**config.mk**
```make
export PLATFORM = sky130hd
export DESIGN_NAME = video_packet_deframer
export DESIGN_NICKNAME = d
export VERILOG_FILES = /design/src/rtl/core/vpd_pkg.sv /design/src/rtl/core/video_packet_deframer.sv /design/src/rtl/core/vpd_parser.sv /design/src/rtl/core/vpd_store.sv
export SDC_FILE = /design/constraint.sdc
export NUM_CORES = 1
export LEC_CHECK = 0
export BUFFER_PORTS_ARGS = -buffer_cell sky130_fd_sc_hd__buf_2
export CORE_MARGIN = 5
export CORE_UTILIZATION = 61
export CTS_CLUSTER_DIAMETER = 150
export DETAILED_ROUTE_END_ITERATION = 6
export GPL_ROUTABILITY_DRIVEN = 0
export GPL_TIMING_DRIVEN = 1
export PLACE_DENSITY_LB_ADDON = 0.3
export SLEW_MARGIN = 10
export SYNTH_ARGS = -nofsm -noshare
export SYNTH_HDL_FRONTEND = slang
export SYNTH_HIERARCHICAL = 1
export SYNTH_SLANG_ARGS = --single-unit
```
**constraint.sdc**
```tcl
create_clock -name clock -period 10.95 [get_ports clock]
set_input_delay 2.19 -clock clock [delete_from_list [all_inputs] [get_ports clock]]
set_output_delay 2.19 -clock clock [all_outputs]
set_load 0.02 [all_outputs]
```
**src/rtl/core/vpd_pkg.sv**
```systemverilog
// ----------------------------------------------------------------------------
// vpd_pkg
// Shared constants, codes and types of the video packet deframer.
// ----------------------------------------------------------------------------
package vpd_pkg;

   localparam int DEFAULT_CONFIG_DEPTH = 64;
   localparam int HEADER_BYTES         = 12;
   localparam int DATA_W               = 8;
   localparam int SIZE_W               = 32;
   localparam int LEN_W                = 25;

   localparam logic [LEN_W-1:0] MAX_PAYLOAD_RESET = LEN_W'(20 * 1024 * 1024);

   // header byte positions
   localparam logic [3:0] HDR_LAST       = 4'(HEADER_BYTES - 1);
   localparam logic [3:0] HDR_SIZE_FIRST = 4'(HEADER_BYTES - 4);

   // error codes
   localparam logic [1:0] ERR_NONE     = 2'd0;
   localparam logic [1:0] ERR_BAD_SIZE = 2'd1;
   localparam logic [1:0] ERR_CFG_LONG = 2'd2;

   typedef struct packed {
      logic [DATA_W-1:0] data_byte;
      logic              packet_start;
      logic              packet_end;
      logic [1:0]        error_code;
   } result_type;

   typedef struct packed {
      logic wr_en;
      logic replay_start;
   } store_ctl_type;

endpackage

```
**src/rtl/core/video_packet_deframer.sv**
```systemverilog
// A result beat appears in the cycle after its input byte; replay beats follow
// the last header byte via the store state, read data and output registers.
// One stream byte per cycle is taken while output is free and no replay runs;
// a replay holds input for each stored byte (read port, then output register).
// Reset: synchronous; clears all control state and empties the config store
// at once; store contents stay undefined, no clearing pass.
// ----------------------------------------------------------------------------
// video_packet_deframer
// Splits a length-prefixed byte stream into packets, stores config payloads
// and replays them ahead of the next non-empty media payload.
// ----------------------------------------------------------------------------
module video_packet_deframer
   import vpd_pkg::*;
#(
   parameter int CONFIG_DEPTH = DEFAULT_CONFIG_DEPTH
) (
   input  logic              clock,
   input  logic              reset,
   input  logic              req_valid,
   output logic              req_ready,
   input  logic [DATA_W-1:0] req_stream_byte,
   output logic              rsp_valid,
   input  logic              rsp_ready,
   output logic [DATA_W-1:0] rsp_data_byte,
   output logic              rsp_packet_start,
   output logic              rsp_packet_end,
   output logic [1:0]        rsp_error_code,
   input  logic              csr_valid,
   output logic              csr_ready,
   input  logic [LEN_W-1:0]  csr_max_payload
);

   localparam int AW = (CONFIG_DEPTH > 1) ? $clog2(CONFIG_DEPTH) : 1;
   localparam int LW = $clog2(CONFIG_DEPTH + 1);

   logic [LEN_W-1:0]  max_payload_ff;
   logic              rsp_valid_ff, rsp_valid_in;
   result_type        rsp_ff, rsp_in;

   logic              step;
   logic              slot_free;
   logic              res_valid;
   result_type        res;
   store_ctl_type     ctl;
   logic [AW-1:0]     wr_addr;
   logic [DATA_W-1:0] wr_data;
   logic [LW-1:0]     replay_len;
   logic              busy;
   logic              beat_valid;
   result_type        beat;

   assign slot_free = !rsp_valid_ff || rsp_ready;
   assign req_ready = slot_free && !busy;
   assign step      = req_valid && req_ready;
   assign csr_ready = 1'b1;

   vpd_parser #(
      .CONFIG_DEPTH(CONFIG_DEPTH)
   ) u_parser (
      .clock       (clock),
      .reset       (reset),
      .step        (step),
      .stream_byte (req_stream_byte),
      .max_payload (max_payload_ff),
      .res_valid   (res_valid),
      .res         (res),
      .ctl         (ctl),
      .wr_addr     (wr_addr),
      .wr_data     (wr_data),
      .replay_len  (replay_len)
   );

   vpd_store #(
      .CONFIG_DEPTH(CONFIG_DEPTH)
   ) u_store (
      .clock      (clock),
      .reset      (reset),
      .ctl        (ctl),
      .wr_addr    (wr_addr),
      .wr_data    (wr_data),
      .replay_len (replay_len),
      .slot_free  (slot_free),
      .busy       (busy),
      .beat_valid (beat_valid),
      .beat       (beat)
   );

   // load a parser result or a replay beat, else drain
   always_comb begin
      rsp_valid_in = rsp_valid_ff;
      rsp_in       = rsp_ff;
      if (res_valid) begin
         rsp_valid_in = 1'b1;
         rsp_in       = res;
      end else if (beat_valid && slot_free) begin
         rsp_valid_in = 1'b1;
         rsp_in       = beat;
      end else if (rsp_ready) begin
         rsp_valid_in = 1'b0;
      end
   end

   always_ff @(posedge clock) begin
      if (reset) begin
         rsp_valid_ff   <= 1'b0;
         max_payload_ff <= MAX_PAYLOAD_RESET;
      end else begin
         rsp_valid_ff <= rsp_valid_in;
         if (csr_valid) begin
            max_payload_ff <= csr_max_payload;
         end
      end
   end

   always_ff @(posedge clock) begin
      rsp_ff <= rsp_in;
   end

   assign rsp_valid        = rsp_valid_ff;
   assign rsp_data_byte    = rsp_ff.data_byte;
   assign rsp_packet_start = rsp_ff.packet_start;
   assign rsp_packet_end   = rsp_ff.packet_end;
   assign rsp_error_code   = rsp_ff.error_code;

endmodule

```
**src/rtl/core/vpd_parser.sv**
```systemverilog
// ----------------------------------------------------------------------------
// vpd_parser
// Header and payload tracking: size check, config capture, media pass-through.
// ----------------------------------------------------------------------------
module vpd_parser
   import vpd_pkg::*;
#(
   parameter int CONFIG_DEPTH = DEFAULT_CONFIG_DEPTH,
   localparam int AW = (CONFIG_DEPTH > 1) ? $clog2(CONFIG_DEPTH) : 1,
   localparam int LW = $clog2(CONFIG_DEPTH + 1)
) (
   input  logic              clock,
   input  logic              reset,
   input  logic              step,
   input  logic [DATA_W-1:0] stream_byte,
   input  logic [LEN_W-1:0]  max_payload,
   output logic              res_valid,
   output result_type        res,
   output store_ctl_type     ctl,
   output logic [AW-1:0]     wr_addr,
   output logic [DATA_W-1:0] wr_data,
   output logic [LW-1:0]     replay_len
);

   localparam logic [LEN_W-1:0] DEPTH_LEN = LEN_W'(CONFIG_DEPTH);

   logic              in_payload_ff, in_payload_in;
   logic [3:0]        header_count_ff, header_count_in;
   logic              config_flag_ff, config_flag_in;
   logic [SIZE_W-1:0] size_accum_ff, size_accum_in;
   logic [LEN_W-1:0]  bytes_left_ff, bytes_left_in;
   logic              skip_ff, skip_in;
   logic              first_ff, first_in;
   logic [AW-1:0]     wr_ptr_ff, wr_ptr_in;
   logic [LW-1:0]     config_length_ff, config_length_in;
   logic              halted_ff, halted_in;

   logic [SIZE_W-1:0] size_next;
   logic              over_max;

   assign size_next = (header_count_ff >= HDR_SIZE_FIRST) ?
                      {size_accum_ff[SIZE_W-DATA_W-1:0], stream_byte} : size_accum_ff;
   assign over_max  = size_next[SIZE_W-1] || (|size_next[SIZE_W-2:LEN_W]) ||
                      (size_next[LEN_W-1:0] > max_payload);

   assign wr_addr    = wr_ptr_ff;
   assign wr_data    = stream_byte;
   assign replay_len = config_length_ff;

   always_comb begin
      in_payload_in    = in_payload_ff;
      header_count_in  = header_count_ff;
      config_flag_in   = config_flag_ff;
      size_accum_in    = size_accum_ff;
      bytes_left_in    = bytes_left_ff;
      skip_in          = skip_ff;
      first_in         = first_ff;
      wr_ptr_in        = wr_ptr_ff;
      config_length_in = config_length_ff;
      halted_in        = halted_ff;
      res_valid        = 1'b0;
      res              = '0;
      res.error_code   = ERR_NONE;
      ctl              = '0;
      if (step && !halted_ff) begin
         if (!in_payload_ff) begin
            size_accum_in = size_next;
            if (header_count_ff == 4'd0) begin
               config_flag_in = stream_byte[DATA_W-1];
            end
            if (header_count_ff != HDR_LAST) begin
               header_count_in = header_count_ff + 4'd1;
            end else begin
               header_count_in = 4'd0;
               if (over_max) begin
                  halted_in      = 1'b1;
                  res_valid      = 1'b1;
                  res.error_code = ERR_BAD_SIZE;
               end else if (size_next != '0) begin
                  in_payload_in = 1'b1;
                  bytes_left_in = size_next[LEN_W-1:0];
                  skip_in       = 1'b0;
                  first_in      = 1'b1;
                  wr_ptr_in     = '0;
                  if (config_flag_ff) begin
                     if (size_next[LEN_W-1:0] > DEPTH_LEN) begin
                        skip_in        = 1'b1;
                        res_valid      = 1'b1;
                        res.error_code = ERR_CFG_LONG;
                     end
                  end else if (config_length_ff != '0) begin
                     ctl.replay_start = 1'b1;
                  end
               end
            end
         end else begin
            bytes_left_in = bytes_left_ff - LEN_W'(1);
            if (bytes_left_ff == LEN_W'(1)) begin
               in_payload_in = 1'b0;
            end
            if (config_flag_ff) begin
               if (!skip_ff) begin
                  ctl.wr_en = 1'b1;
                  wr_ptr_in = wr_ptr_ff + AW'(1);
               end
               if (bytes_left_ff == LEN_W'(1)) begin
                  if (!skip_ff) begin
                     config_length_in = size_accum_ff[LW-1:0];
                  end
                  skip_in = 1'b0;
               end
            end else begin
               res_valid        = 1'b1;
               res.data_byte    = stream_byte;
               res.packet_start = first_ff && (config_length_ff == '0);
               res.packet_end   = (bytes_left_ff == LEN_W'(1));
               first_in         = 1'b0;
               if (first_ff) begin
                  config_length_in = '0;
               end
            end
         end
      end
   end

   always_ff @(posedge clock) begin
      if (reset) begin
         in_payload_ff    <= 1'b0;
         header_count_ff  <= 4'd0;
         config_flag_ff   <= 1'b0;
         size_accum_ff    <= '0;
         bytes_left_ff    <= '0;
         skip_ff          <= 1'b0;
         first_ff         <= 1'b0;
         wr_ptr_ff        <= '0;
         config_length_ff <= '0;
         halted_ff        <= 1'b0;
      end else begin
         in_payload_ff    <= in_payload_in;
         header_count_ff  <= header_count_in;
         config_flag_ff   <= config_flag_in;
         size_accum_ff    <= size_accum_in;
         bytes_left_ff    <= bytes_left_in;
         skip_ff          <= skip_in;
         first_ff         <= first_in;
         wr_ptr_ff        <= wr_ptr_in;
         config_length_ff <= config_length_in;
         halted_ff        <= halted_in;
      end
   end

endmodule

```
**src/rtl/core/vpd_store.sv**
```systemverilog
// ----------------------------------------------------------------------------
// vpd_store
// Config byte store with one write and one registered read port, plus the
// sequencer that replays the stored bytes ahead of a media payload.
// ----------------------------------------------------------------------------
module vpd_store
   import vpd_pkg::*;
#(
   parameter int CONFIG_DEPTH = DEFAULT_CONFIG_DEPTH,
   localparam int AW = (CONFIG_DEPTH > 1) ? $clog2(CONFIG_DEPTH) : 1,
   localparam int LW = $clog2(CONFIG_DEPTH + 1)
) (
   input  logic              clock,
   input  logic              reset,
   input  store_ctl_type     ctl,
   input  logic [AW-1:0]     wr_addr,
   input  logic [DATA_W-1:0] wr_data,
   input  logic [LW-1:0]     replay_len,
   input  logic              slot_free,
   output logic              busy,
   output logic              beat_valid,
   output result_type        beat
);

   localparam logic [1:0] ST_IDLE = 2'd0;
   localparam logic [1:0] ST_READ = 2'd1;
   localparam logic [1:0] ST_SEND = 2'd2;

   logic [DATA_W-1:0] mem [CONFIG_DEPTH];
   logic [DATA_W-1:0] rd_data_ff;

   logic [1:0]    state_ff, state_in;
   logic [LW-1:0] rd_ptr_ff, rd_ptr_in;
   logic [LW-1:0] len_ff, len_in;
   logic          rd_en;

   assign rd_en      = (state_ff == ST_READ);
   assign busy       = (state_ff != ST_IDLE);
   assign beat_valid = (state_ff == ST_SEND);

   always_comb begin
      beat              = '0;
      beat.data_byte    = rd_data_ff;
      beat.packet_start = (rd_ptr_ff == '0);
      beat.error_code   = ERR_NONE;
   end

   always_ff @(posedge clock) begin
      if (ctl.wr_en) begin
         mem[wr_addr] <= wr_data;
      end
      if (rd_en) begin
         rd_data_ff <= mem[rd_ptr_ff[AW-1:0]];
      end
   end

   always_comb begin
      state_in  = state_ff;
      rd_ptr_in = rd_ptr_ff;
      len_in    = len_ff;
      case (state_ff)
         ST_IDLE: begin
            if (ctl.replay_start) begin
               rd_ptr_in = '0;
               len_in    = replay_len;
               state_in  = ST_READ;
            end
         end
         ST_READ: begin
            state_in = ST_SEND;
         end
         ST_SEND: begin
            if (slot_free) begin
               rd_ptr_in = rd_ptr_ff + LW'(1);
               state_in  = (rd_ptr_ff + LW'(1) == len_ff) ? ST_IDLE : ST_READ;
            end
         end
         default: begin
            state_in = ST_IDLE;
         end
      endcase
   end

   always_ff @(posedge clock) begin
      if (reset) begin
         state_ff  <= ST_IDLE;
         rd_ptr_ff <= '0;
         len_ff    <= '0;
      end else begin
         state_ff  <= state_in;
         rd_ptr_ff <= rd_ptr_in;
         len_ff    <= len_in;
      end
   end

endmodule

```
==> results of run 1 <==
area by class of cell:
| class | instances | area share [%] |
|---|---|---|
| Clock inverter | 35 | 1.031 |
| Timing Repair Buffer | 71 | 1.355 |
| Sequential cell | 653 | 61.16 |
| Clock buffer | 81 | 5.898 |
| Inverter | 48 | 0.5986 |
| Multi-Input combinational cell | 1011 | 27.48 |
| Tap cell | 592 | 2.461 |
| Antenna cell | 2 | 0.01663 |
synth_stat cells (13+ instances only):
cell	instances
a21oi_1	61
nor3_1	34
edfxtp_1	532
mux2i_1	89
clkbuf_1	48
nor2b_1	14
a22oi_1	19
nor2_1	204
buf_2	19
nand2_1	89
o221ai_1	21
o21ai_0	25
and2_1	13
nand4_1	13
nand3_1	34
inv_1	47
a211oi_1	29
dfxtp_1	121
a221o_1	15
buf_6	18
o22ai_1	28
mux4_2	100
ha_1	30
mux2_2	47
buf_4	20
worst paths after layout:
path / startpoint / end / slack [ps]
min reg2reg: u_parser/size_accum_ff[29] / u_parser/size_accum_ff[29] / 460
max: req_stream_byte[2] / u_store/rd_ptr_ff[2] / 5250
max reg2reg: u_parser/header_count_ff[3] / u_store/rd_ptr_ff[2] / 6310
min: u_parser/size_accum_ff[29] / u_parser/size_accum_ff[29] / 460
critical path: cells and delay by family:
family	cells	cell delay, ps
multiplexers	1	350
buffers and inverters	3	710
adder cells (fa/ha/maj)	1	250
AO/OA/AOI/OAI	7	1380
AND/OR/NAND/NOR	4	1220
stage by stage:
stage	hold slack, ps	utilization, %	power, uW
final	458.7	67.77	5002
after global routing	491.1	67.76	5165
after CTS	462.5	67.76	5039
after detailed placement	454.4	63.06	2885
after global placement	442.5	63.06	2878
after floorplan	431.9	-	2839
power by group:
| group | internal (uW) | total, uW | switching [uW] |
|---|---|---|---|
| combinational | 39.5 | 130 | 90.1 |
| clock | 1250 | 2170 | 915 |
| sequential | 2690 | 2700 | 13.0 |
| total | 3980 | 5000 | 1020 |
cell families (layout without fill, tap and decap cells):
family                     count (synthesis)  count (layout)  share of synthesized area [%]
AOI/OAI and AO/OA                        249             249                          6.355
xor gates and xnor gates                  12              12                         0.4818
adders and majority gates                 30              30                          1.364
buffers and inverters                    160             235                          3.150
DFF                                      653             653                          66.84
muxes                                    239             239                          13.57
other                                      2               6                        0.02729
and+or+nand+nor                          477             477                          8.210
sequential cells by signal, indices dropped and copies added, names as in the netlist, 2 cells and up:
signal                    flops
u_parser/header_count_ff      4
u_store/rd_ptr_ff             7
u_parser/bytes_left_ff       25
u_store/rd_data_ff            8
u_store/len_ff                7
u_store/mem                 512
rsp_data_byte                 8
u_parser/replay_len           7
u_parser/wr_addr              6
rsp_error_code                2
max_payload_ff               25
u_parser/size_accum_ff       32
u_store/state_ff              2
layer usage:
layer | global-route usage [%] | up-vias
met5 | 0 | -
met4 | 8.538 | 2
met3 | 7.087 | 140
met2 | 39.90 | 880
met1 | 36.32 | 8218
li1 | - | 7127
==> flow_summary.toml, run 1 <==
[outcome]
status = "finished clean"

[timing]
fmax_ghz = 0.1753
setup_violations = 0
worstMarginPinSlew_ps = 1109
hold_viol = 0
fin_skew_ps = 29.38
fin_ws_ps = 5247
fin_tns_setup_ps = 0
slew_viol_final = 0
rsz0062_at_grt = "false"
fin_crit_sh_pct = 52.08
post-route-min-period_ps = 5703
slew_headroom_pct = 25.95

[place]
hpwl_mm = 39.12
dpl_cell_area_sq_um = 28010
dp_cells = 2375
dpl_worst_slack_ps = 4673
port_buffers = 51

[grt]
grt-ovfl-total = 0
grt_max_degree = 94
grt_pass1_vias = 16063
grt_pass1_wl_mm = 97.97
grt_use_total_pct = 25.83
antenna_found_initial = 2

[route]
dr_wl_met2_mm = 30.26
drt-vias-per-instance = 6.565
drt_iter0_drc = 1913
top_layer_used = "met5"
totalWireLength_mm = 64.42
drc_errors = 0
dr.pass1.iters = 5
num_vias = 16367
ant_nets = 0
wl_met3_mm = 6.808
m1WireLength_mm = 25.09
post_drt_wl_per_cell_um = 25.84

[synthesis]
synth_seq_area_share_pct = 66.84
ys.flop_type = "edfxtp_1"
synth_cells = 1822
yosys-top-cells-area = "edfxtp_1 58%, dfxtp_1 8.8%, mux4_2 8.2%"
ys_ff_latch = 653
synth_edf_count = 532
ys_types = 83
synth_top_cell_area_share_pct = 58.04
yosys_warnings = 6
avgSynthCellArea_sq_um = 15.11
yosysTopAreaCell = "edfxtp_1"
mappedNetlistArea_sq_um = 27520
async_flop_share_pct = 0

[critical_path]
crit_chain = "buf_2 > buf_4 > mux2_2 > ha_1 > o21ai_0 > a21oi_1 > o31ai_1 > a21oi_1 > o21ai_0 > nand2_1 > nor3_1 > inv_1 > nor2_2 > nor2_1 > o21ai_0 > a21oi_1"
cp.arrival_ps = 6130
worst_path_max_delay_cell = "buf_4"
end_kind = "flip-flop"
crit_fanout = 66
ff2ff_path_depth = 15
cp_slowest_stage_delay_ps = 550
required_ps = 11380
worstSetupPathType = "input port to flip-flop"
startpoint_type = "input port"

[final_layout]
multi_input_area_sq_um = 8272
nets = 1919
fin_cells = 2493
fill_cells = 2884
seq_area_sq_um = 18410
mostFrequentLayoutCells = "532 x edfxtp_1, 203 x nor2_1, 118 x dfxtp_1, 100 x mux4_2"
post-route-cell-area_sq_um = 30100
final_common_cell = "edfxtp_1"
drive_gt1_share_pct = 18.06
areaGrowthSynthToFinish_pct = 9.360

[min_path]
hold_class = "flip-flop to flip-flop"
hold_path_depth = 2

[clocking]
h-tree-depth = 3
cts-root-buf = "clkbuf_16"
cts_resized = 0
clock_path_buffers = 3
cts.reportedPaths.clkPinSlew_ps = 60
numCtsBuffers = 66
insertion_delay_ps = 590
post-cts-setup-buffers = 0
cts_tree = "built"
cts.hold.buffers_added = 0
cts.sinks = 653

[die]
die_y_um = 222.4
num_io_pins = 53
chipWidth_um = 222.4
die-area_sq_um = 49470
start_util_pct = 61.97
rows = 77
core_area_sq_um = 44410

[pwr]
irDropWorstVdd_uv = 129.7
power_density_nw_per_um2 = 166.2
total_leakage_power_uw = 0.009797

[job]
cap_violations = 0
Power figures use the tool's default switching activity.
==> run 2: changes to the inputs <==
--- a/config.mk
+++ b/config.mk
@@ -7,7 +7,7 @@
 export LEC_CHECK = 0
 export BUFFER_PORTS_ARGS = -buffer_cell sky130_fd_sc_hd__buf_2
 export CORE_MARGIN = 5
-export CORE_UTILIZATION = 61
+export CORE_UTILIZATION = 57
 export CTS_CLUSTER_DIAMETER = 150
 export DETAILED_ROUTE_END_ITERATION = 6
 export GPL_ROUTABILITY_DRIVEN = 0
==> constraint.sdc (replaced) <==
create_clock -name clock -period 5.1 [get_ports clock]
set_input_delay 1.02 -clock clock [delete_from_list [all_inputs] [get_ports clock]]
set_output_delay 1.02 -clock clock [all_outputs]
set_load 0.02 [all_outputs]
==> run 2 against run 1 <==
Effect of this change:
- combinational power increased by 120%
- via count about the same
- clock skew down 10 ps
- clock power rose by 100%
- critical endpoint is now u_store/rd_ptr_ff[4]
- utilization is 4.8 points lower
- die area increased by 6.7%
- final area shrank 0.15%
- first-iteration DRC count down 6.5%
- non-clock buffer count grew 12
- clock-buffer cell count down 6
- global-route usage down 1.8 points
==> flow_summary.toml, run 2 (synthesis gave the netlist of run 1 again) <==
[die]
die-area_sq_um = 52780
die_y_um = 229.7
chipWidth_um = 229.7
core_area_sq_um = 47750
num_io_pins = 53
start_util_pct = 57.65
rows = 80

[min_path]
hold_class = "flip-flop to flip-flop"
min-delay-start = "u_parser/size_accum_ff[30]"
hold_path_depth = 2
min_to = "u_parser/size_accum_ff[30]"

[critical_path]
r2r_start = "u_parser/header_count_ff[3]"
crit_fanout = 25
required_ps = 5590
path_delay_family = "compound AO/OA/AOI/OAI gates"
cp.arrival_ps = 5010
ff2ff_path_depth = 16
cp_slowest_stage_delay_ps = 430
worstSetupPathType = "flip-flop to flip-flop"
worstPathBufferInverterCount = 3
crit_chain = "buf_4 > buf_4 > mux2_2 > ha_1 > o21ai_0 > a21oi_1 > o31ai_1 > a21oi_1 > o21ai_0 > nand2_1 > nor3_1 > inv_1 > nor2_2 > nor2_1 > o21ai_0 > a21oi_1"
end_kind = "flip-flop"
worst_path_max_delay_cell = "nor2_2"
r2r_end = "u_store/rd_ptr_ff[4]"
r2r_setup_slack_ps = 580
startpoint_type = "flip-flop"

[clocking]
h-tree-depth = 2
cts.hold.buffers_added = 0
cts_resized = 0
clock_path_buffers = 3
cts-root-buf = "clkbuf_16"
numCtsBuffers = 61
cts.reportedPaths.clkPinSlew_ps = 60
cts.sinks = 653
cts_tree = "built"
post-cts-setup-buffers = 0
insertion_delay_ps = 640

[place]
port_buffers = 51
dpl_worst_slack_ps = 667.6
dpl_cell_area_sq_um = 28150
hpwl_mm = 40.00

[final_layout]
areaGrowthSynthToFinish_pct = 9.201
final_common_cell = "edfxtp_1"
regMostFlops = "u_store/mem"
diodes = 0
nets = 1926
largest_reg_flops = 512
mostFrequentLayoutCells = "532 x edfxtp_1, 203 x nor2_1, 118 x dfxtp_1, 100 x mux4_2"
post-route-cell-area_sq_um = 30060
reg.largest.list = "u_store/mem (512), u_parser/size_accum_ff (32)"
drive_gt1_share_pct = 17.78

[timing]
hold_viol = 0
setup_violations = 0
rsz0062_at_grt = "false"
fin_crit_sh_pct = 88.59
fin_tns_setup_ps = 0
slew_headroom_pct = 20.75
fin_skew_ps = 19.23
fmax_ghz = 0.2213
fin_hold_ws_ps = 468.1
worstMarginPinSlew_ps = 1186
fin_ws_ps = 582.1
slew_viol_final = 0
post-route-min-period_ps = 4518

[route]
drt-vias-per-instance = 6.493
totalWireLength_mm = 64.02
drc_errors = 0
num_vias = 16375
post_drt_wl_per_cell_um = 25.39
dr.pass1.iters = 5
drt_iter0_drc = 1789
ant_nets = 0

[grt]
antenna_found_initial = 2
grt_pass1_wl_mm = 97.65
grt_use_total_pct = 24.02
grt-ovfl-total = 0
grt_pass1_vias = 16031
grt_max_degree = 69

[job]
cap_violations = 0

[pwr]
power_density_nw_per_um2 = 347.2
irDropWorstVdd_uv = 254.5
total_leakage_power_uw = 0.009771
total_power_uw = 10430

[outcome]
status = "finished clean"
[run 2: changes by cell type in the layout (fill, tap and decap cells not counted), moves of 2 or more]
cell	previous run	this run
clkinv_2	12	9
buf_12	0	2
clkinvlp_4	7	5
clkbuf_1	11	14
diode_2	2	0
clkbuf_16	69	61
clkinv_1	7	15
clkinv_4	3	1
buf_4	21	31
[run 2: cell type report]
cell class / count / area (sq um)
Sequential cell: 653 / 18410
Timing Repair Buffer: 83 / 523.0
Clock inverter: 37 / 326.6
Inverter: 48 / 180.2
Multi-Input combinational cell: 1011 / 8269
Tap cell: 615 / 769.5
Fill cell: 3328 / 17690
Clock buffer: 75 / 1579
[run 2: worst max path at each step]
stage / startpoint / endpoint / slack [ps] / depth (start not counted)
floorplan: u_parser/header_count_ff[3] / u_store/rd_ptr_ff[2] / 1090 / 17
global placement: req_stream_byte[2] / u_store/rd_ptr_ff[4] / 720 / 15
detailed placement: req_stream_byte[2] / u_store/rd_ptr_ff[3] / 670 / 15
CTS: u_parser/header_count_ff[3] / u_store/rd_ptr_ff[3] / 670 / 16
global route: u_parser/header_count_ff[3] / u_store/rd_ptr_ff[3] / 190 / 16
finish: u_parser/header_count_ff[3] / u_store/rd_ptr_ff[4] / 580 / 16
[run 2: worst register-to-register path, stage by stage, from the launching register on]
cell and delay, ps:
dfxtp_1 400, buf_4 340, buf_4 300, mux2_2 410, ha_1 300, o21ai_0 150, a21oi_1 70, o31ai_1 320
a21oi_1 110, o21ai_0 360, nand2_1 290, nor3_1 290, inv_1 80, nor2_2 430, nor2_1 240, o21ai_0 230
a21oi_1 80
[run 2: stage by stage]
stage | utilization [%] | instances
3_5_place_dp | 58.96 | 2410
2_1_floorplan | - | 1824
3_3_place_gp | 58.96 | 2410
4_1_cts | 62.95 | 2522
5_1_grt | 62.95 | 2522
6_report | 62.95 | 2522
[run 2: metal layers]
metal	part of all wire [%]	GRT usage (%)	vias up
li1	-	-	7126
met1	41	34.55	8292
met2	47	37.38	827
met3	9.4	4.959	128
met4	3.1	7.902	2
met5	0.011	0	-
[run 2: power breakdown]
part	total (uW)	internal, uW	switching, uW
Clock	4340	2410	1940
Sequential	5810	5780	31.9
Combinational	283	86.0	197
